## config.mk

```make
export PLATFORM = sky130hd
export DESIGN_NAME = lrpf_line_walk
export DESIGN_NICKNAME = d
export VERILOG_FILES = /design/src/sv/line_raster_page_framebuffer_core_macros.svh /design/src/sv/lrpf_pkg.sv /design/src/sv/lrpf_line_walk.sv
export SDC_FILE = /design/constraint.sdc
export NUM_CORES = 1
export LEC_CHECK = 0
export ABC_AREA = 0
export BUFFER_PORTS_ARGS = -buffer_cell sky130_fd_sc_hd__buf_2
export CAP_MARGIN = 10
export CORE_ASPECT_RATIO = 1.75
export CORE_MARGIN = 1
export CORE_UTILIZATION = 56
export CTS_CLUSTER_SIZE = 10
export DETAILED_ROUTE_END_ITERATION = 16
export GPL_TIMING_DRIVEN = 0
export PLACE_DENSITY = 0.78
export SLEW_MARGIN = 10
export SYNTH_ARGS = -nofsm -noshare
export SYNTH_HDL_FRONTEND = slang
export SYNTH_SLANG_ARGS = --single-unit
```

## constraint.sdc

```tcl
create_clock -name aclk -period 7.41 [get_ports aclk]
set_input_delay 0.3705 -clock aclk [delete_from_list [all_inputs] [get_ports aclk]]
set_output_delay 0.3705 -clock aclk [all_outputs]
set_load 0.02 [all_outputs]
```

## src/sv/line_raster_page_framebuffer_core_macros.svh

```systemverilog
// ----------------------------------------------------------------------------
// Line raster page framebuffer: assertion macros
// Shared shorthand for the concurrent checks of the core.
// ----------------------------------------------------------------------------
`ifndef LINE_RASTER_PAGE_FRAMEBUFFER_CORE_MACROS_SVH
`define LINE_RASTER_PAGE_FRAMEBUFFER_CORE_MACROS_SVH

// Same-cycle implication, checked on aclk outside of reset.
`define LRPF_ASSERT_NOW(label, ante, cons, msg) \
    label: assert property (@(posedge aclk) disable iff (!aresetn) \
        (ante) |-> (cons)) else $error(msg);

// Next-cycle implication, checked on aclk outside of reset.
`define LRPF_ASSERT_NEXT(label, ante, cons, msg) \
    label: assert property (@(posedge aclk) disable iff (!aresetn) \
        (ante) |=> (cons)) else $error(msg);

`endif

```

## src/sv/lrpf_pkg.sv

```systemverilog
// ----------------------------------------------------------------------------
// lrpf_pkg
// Default geometry, widths, command and color codes and the pixel record
// shared by the line raster framebuffer modules.
// ----------------------------------------------------------------------------
`timescale 1ns / 1ps
`default_nettype none

package lrpf_pkg;

    // Default geometry of the panel.
    localparam int DEF_SCREEN_WIDTH = 128;
    localparam int DEF_PAGE_COUNT   = 8;

    // Field widths.
    localparam int COORD_W = 10;
    localparam int CMD_W   = 2;
    localparam int COLOR_W = 2;
    localparam int BYTE_W  = 8;
    localparam int PAGE_W  = 3;
    localparam int COUNT_W = 11;

    // Command codes.
    localparam logic [CMD_W-1:0] CMD_DRAW  = 2'd0;
    localparam logic [CMD_W-1:0] CMD_READ  = 2'd1;
    localparam logic [CMD_W-1:0] CMD_CLEAR = 2'd2;

    // Color codes; any other nonzero code sets pixels.
    localparam logic [COLOR_W-1:0] COLOR_CLEAR = 2'd0;
    localparam logic [COLOR_W-1:0] COLOR_SET   = 2'd1;
    localparam logic [COLOR_W-1:0] COLOR_GRAY  = 2'd2;

    // One pixel produced by the line walker, in screen coordinates.
    typedef struct packed {
        logic                      valid;
        logic signed [COORD_W-1:0] x;
        logic signed [COORD_W-1:0] y;
        logic                      set_px;
    } lrpf_pix_t;

endpackage

`default_nettype wire

```

## src/sv/lrpf_line_walk.sv

```systemverilog
// ----------------------------------------------------------------------------
// lrpf_line_walk
// Bresenham line stepper: after the axis-swap and end-ordering setup states,
// one pixel per cycle along the major axis, with its color already resolved.
// ----------------------------------------------------------------------------
`timescale 1ns / 1ps
`default_nettype none

module lrpf_line_walk (
    input  wire logic                                aclk,
    input  wire logic                                aresetn,
    input  wire logic                                start,
    input  wire logic signed [lrpf_pkg::COORD_W-1:0] x_start,
    input  wire logic signed [lrpf_pkg::COORD_W-1:0] y_start,
    input  wire logic signed [lrpf_pkg::COORD_W-1:0] x_end,
    input  wire logic signed [lrpf_pkg::COORD_W-1:0] y_end,
    input  wire logic        [lrpf_pkg::COLOR_W-1:0] line_color,
    output logic                                     busy,
    output lrpf_pkg::lrpf_pix_t                      pix
);
    import lrpf_pkg::*;

    typedef enum logic [1:0] {W_IDLE, W_SWAP, W_ORDER, W_RUN} walk_state_t;

    walk_state_t               state_reg, state_next;
    logic signed [COORD_W-1:0] xa_reg, xa_next, ya_reg, ya_next;
    logic signed [COORD_W-1:0] xb_reg, xb_next, yb_reg, yb_next;
    logic                      steep_reg, steep_next;
    logic [COLOR_W-1:0]        color_reg, color_next;
    logic signed [COORD_W-1:0] maj_reg, maj_next, min_reg, min_next;
    logic [COUNT_W-1:0]        dx_reg, dx_next, dy_reg, dy_next, rem_reg, rem_next;
    logic signed [COUNT_W:0]   err_reg, err_next;
    logic                      up_reg, up_next;
    lrpf_pix_t                 pix_reg, pix_next;

    logic signed [COUNT_W-1:0] dxa, dya, dmaj, dmin;
    logic [COUNT_W-1:0]        adx, ady;
    logic                      steep_c, swap_ends;
    logic signed [COORD_W-1:0] a_maj, a_min, b_maj, b_min;
    logic signed [COUNT_W:0]   err_dec;
    logic                      set_c;

    // Setup arithmetic: absolute spans, axis swap and end ordering.
    always_comb begin
        dxa     = {xb_reg[COORD_W-1], xb_reg} - {xa_reg[COORD_W-1], xa_reg};
        dya     = {yb_reg[COORD_W-1], yb_reg} - {ya_reg[COORD_W-1], ya_reg};
        adx     = dxa[COUNT_W-1] ? COUNT_W'(-dxa) : COUNT_W'(dxa);
        ady     = dya[COUNT_W-1] ? COUNT_W'(-dya) : COUNT_W'(dya);
        steep_c = ady > adx;

        swap_ends = xa_reg > xb_reg;
        a_maj = swap_ends ? xb_reg : xa_reg;
        a_min = swap_ends ? yb_reg : ya_reg;
        b_maj = swap_ends ? xa_reg : xb_reg;
        b_min = swap_ends ? ya_reg : yb_reg;
        dmaj  = {b_maj[COORD_W-1], b_maj} - {a_maj[COORD_W-1], a_maj};
        dmin  = {b_min[COORD_W-1], b_min} - {a_min[COORD_W-1], a_min};
    end

    // Color of the current pixel; gray follows the major coordinate parity.
    always_comb begin
        case (color_reg)
            COLOR_CLEAR: set_c = 1'b0;
            COLOR_GRAY:  set_c = ~maj_reg[0];
            default:     set_c = 1'b1;
        endcase
    end

    // Sequencer: latch, swap axes, order ends, then step.
    always_comb begin
        state_next = state_reg;
        xa_next    = xa_reg;
        ya_next    = ya_reg;
        xb_next    = xb_reg;
        yb_next    = yb_reg;
        steep_next = steep_reg;
        color_next = color_reg;
        maj_next   = maj_reg;
        min_next   = min_reg;
        dx_next    = dx_reg;
        dy_next    = dy_reg;
        rem_next   = rem_reg;
        err_next   = err_reg;
        up_next    = up_reg;
        pix_next   = '0;
        err_dec    = err_reg - $signed({1'b0, dy_reg});

        case (state_reg)
            W_IDLE: begin
                if (start) begin
                    xa_next    = x_start;
                    ya_next    = y_start;
                    xb_next    = x_end;
                    yb_next    = y_end;
                    color_next = line_color;
                    state_next = W_SWAP;
                end
            end
            W_SWAP: begin
                steep_next = steep_c;
                if (steep_c) begin
                    xa_next = ya_reg;
                    ya_next = xa_reg;
                    xb_next = yb_reg;
                    yb_next = xb_reg;
                end
                state_next = W_ORDER;
            end
            W_ORDER: begin
                maj_next   = a_maj;
                min_next   = a_min;
                dx_next    = COUNT_W'(dmaj);
                dy_next    = dmin[COUNT_W-1] ? COUNT_W'(-dmin) : COUNT_W'(dmin);
                rem_next   = COUNT_W'(dmaj);
                err_next   = $signed({2'b00, dmaj[COUNT_W-1:1]});
                up_next    = a_min < b_min;
                state_next = W_RUN;
            end
            W_RUN: begin
                pix_next.valid  = 1'b1;
                pix_next.x      = steep_reg ? min_reg : maj_reg;
                pix_next.y      = steep_reg ? maj_reg : min_reg;
                pix_next.set_px = set_c;
                maj_next        = maj_reg + COORD_W'(1);
                rem_next        = rem_reg - COUNT_W'(1);
                if (err_dec < 0) begin
                    min_next = up_reg ? min_reg + COORD_W'(1) : min_reg - COORD_W'(1);
                    err_next = err_dec + $signed({1'b0, dx_reg});
                end else begin
                    err_next = err_dec;
                end
                if (rem_reg == '0) begin
                    state_next = W_IDLE;
                end
            end
            default: begin
                state_next = W_IDLE;
            end
        endcase
    end

    // State and registered pixel output.
    always_ff @(posedge aclk) begin
        if (!aresetn) begin
            state_reg <= W_IDLE;
            pix_reg   <= '0;
        end else begin
            state_reg <= state_next;
            pix_reg   <= pix_next;
        end
    end

    // Datapath registers.
    always_ff @(posedge aclk) begin
        xa_reg    <= xa_next;
        ya_reg    <= ya_next;
        xb_reg    <= xb_next;
        yb_reg    <= yb_next;
        steep_reg <= steep_next;
        color_reg <= color_next;
        maj_reg   <= maj_next;
        min_reg   <= min_next;
        dx_reg    <= dx_next;
        dy_reg    <= dy_next;
        rem_reg   <= rem_next;
        err_reg   <= err_next;
        up_reg    <= up_next;
    end

    assign busy = (state_reg != W_IDLE);
    assign pix  = pix_reg;

endmodule

`default_nettype wire
```

==> metrics.txt <==
status=finished, final reports clean; Async SR Flop Fraction=0%; Cell Area, Placed=~11000 um2; syn_nets=1142; number of distinct library cells after synthesis=77; register area=around 3800 um2; ys flop type=edfxtp_1; # rows=64; 1st-iter DRT viols=about 520; Multi-input gate area=between 5000 and 6000 um2; CTS tree=built; Final period util=between 70% and 80%; antenna-violating nets left=0; Synth area leader=edfxtp_1; # setup viols final=0; pin count of the biggest net entering global routing=35; synthesized flop and latch total=~130; vias=slightly above 8000; pre-CTS setup slack=1.66 ns; Port Buf Inserts=67; DR vias/cell=6.04; most numerous cell in the Yosys netlist=edfxtp_1; Core ar.=approximately 17000 um2; Layout Nets=~1200; layout cells sized above 1=15.4%; Post-synth EDFFs=109; # diodes=0; global-route wire length before repair=~43000 um; drt pass-1 iters=5; Post-CTS Setup Inserts=0; Area Overhead vs Synth=12.6%; Starting Density=around 57%; r2r startpoint=yb_reg[0]; total wire length=27500 um; PnR worst setup slack=roughly 1.6 ns; hold path endpoint=color_reg[0]; R2R Setup Slk=1.55 ns; htree depth=4; CTS-repair resized insts=0; initial antenna violation count=0; final hold slack=about 0.13 ns; worst slew pin tran=1.07 ns; total grt overflow=0; Setup Skew=roughly 0.014 ns; CTS Hold Bufs=0; CP Capture Type=flip-flop; clk_lat worst skew=between 0.4 and 0.5 ns; fmax=171 MHz; DIE AREA=between 15000 and 20000 um2; CTS Buffer Depth=2; Largest register FFs=22; Final HPWL DP=around 21000 um; Ports=a little under 70; drc violations=0; RR Endpoint=yb_reg[7]; All-Layer GR Usage=a little under a third; Avg WL per Cell=20.3 um; Final Critical Period=a little under 6 ns; Post-synth top cells=edfxtp_1 (109), nor2_1 (96), inv_1 (87); Chip Width=around 100 um; Finished Cell Area=11200 um2; clock sink count=approximately 130; RSZ-0062 raised after global routing=false; crit-path max FO=30; Arrival @ worst endpoint=6.03 ns; hold path depth=1; cell area after synthesis=between 9000 and 10000 um2; Relative slew margins=29.0%; vias in the first global route=8299; hold path startpoint=line_color[0]; ranking of synthesized cells by area=edfxtp_1 (33%), ha_1 (9.1%), xnor2_1 (5.9%), mux2_2 (4.9%), dfxtp_1 (4.8%); GP Congestion=~1.1; clock-pin slew on the worst setup and hold paths=roughly 0.060 ns; r2r worst-path depth=26; Worst Setup Start Kind=flip-flop; Final Slew Violations=0; Die Y=178 um; worst min-delay path category=primary input to flip-flop; Yosys warnings=0; final hold vios=0; Mapped Avg Cell Area=roughly 10 um2; register area share after synthesis=a little under two fifths; Mapped Cells=~1000; critical path class=flip-flop to flip-flop; max cap viols=0; cts bufs inserted=17; Fillers=roughly 1500; Util after Layout=approximately 64%; top cell type's share of synthesized area=approximately 33%; WP data required=roughly 7.6 ns; root buffer cell=clkbuf_16
## cell usage in the layout (no fill, tap or decap), types with 7 or more instances in the layout
cell and count:
nor2b_1 15, nor3_1 20, or3_1 7, a21o_1 13
nand2b_1 12, xor2_1 22, buf_2 72, mux2_2 43
nand2_1 46, a22oi_1 8, a21boi_0 8, xnor2_1 67
nand3_1 21, o21a_1 10, o21ai_0 33, inv_1 87
edfxtp_1 109, mux2i_1 44, o21bai_1 15, a211oi_1 20
clkbuf_16 19, and3_1 12, nor2_1 96, ha_1 72
a21oi_1 81, dfxtp_1 24, clkbuf_1 24
## layout make-up
cell class | instances | area share [%]
clock buffer | 20 | 4.30
clock inverter | 12 | 0.941
tap | 231 | 2.59
sequential | 133 | 33.6
buffer | 39 | 1.57
inverter | 87 | 2.92
timing repair buffer | 69 | 3.25
multi-input combinational | 761 | 50.8
## stage by stage
| stage | instances | setup TNS, ns |
|---|---|---|
| after CTS | 1352 | 0 |
| after floorplan | 1020 | 0 |
| after global placement | 1318 | -6.36 |
| after global routing | 1352 | 0 |
| after detailed placement | 1320 | 0 |
| final | 1352 | 0 |
## cells by family (layout without fill, tap and decap cells)
| group | after synthesis | in the layout | synth area share (%) |
|---|---|---|---|
| AND/OR/NAND/NOR | 264 | 264 | 13.2 |
| buffers and inverters | 126 | 227 | 5.06 |
| adder cells (fa/ha/maj) | 77 | 77 | 10.1 |
| flip-flops | 133 | 133 | 37.8 |
| XOR/XNOR | 89 | 89 | 7.86 |
| multiplexers | 87 | 87 | 9.32 |
| AO/OA/AOI/OAI | 244 | 244 | 16.6 |
## worst max path at each step
stage                          from        end  slack [ns]
after detailed placement  yb_reg[0]  yb_reg[1]        1.66
after CTS                 yb_reg[0]  yb_reg[7]        1.63
after global placement    yb_reg[0]  yb_reg[1]       -0.16
after global routing      yb_reg[0]  yb_reg[6]        1.23
after floorplan           yb_reg[0]  xa_reg[0]        1.05
final                     yb_reg[0]  yb_reg[7]        1.55
## per-layer routing
layer	vias to the layer above	routed length, um	track usage (%)
li1	3871	-	-
met1	3868	9850	33.4
met2	309	14200	55.5
met3	118	1260	4.39
met4	0	2180	23.9
met5	-	0	0
## worst max-delay path: stages (launching register included)
cell and delay, ns:
edfxtp_1 0.37, inv_1 0.28, ha_1 0.25, inv_1 0.06
fa_1 0.39, a21o_1 0.17, a21oi_1 0.21, o21ai_0 0.11
a21oi_1 0.22, o21ai_0 0.10, a21oi_1 0.23, nor2b_1 0.07
o31a_1 0.28, clkbuf_1 0.20, mux2_2 0.33, ha_1 0.30
nor2b_1 0.13, o21a_1 0.16, o21a_1 0.16, o21a_1 0.16
o21a_1 0.16, o21a_1 0.16, o21a_1 0.16, o21ai_0 0.19
a211o_1 0.32, o21ai_4 0.19, buf_12 0.22
Power is not shown: default switching activity piles up to over one toggle a cycle in this logic, so the estimate is an artifact.
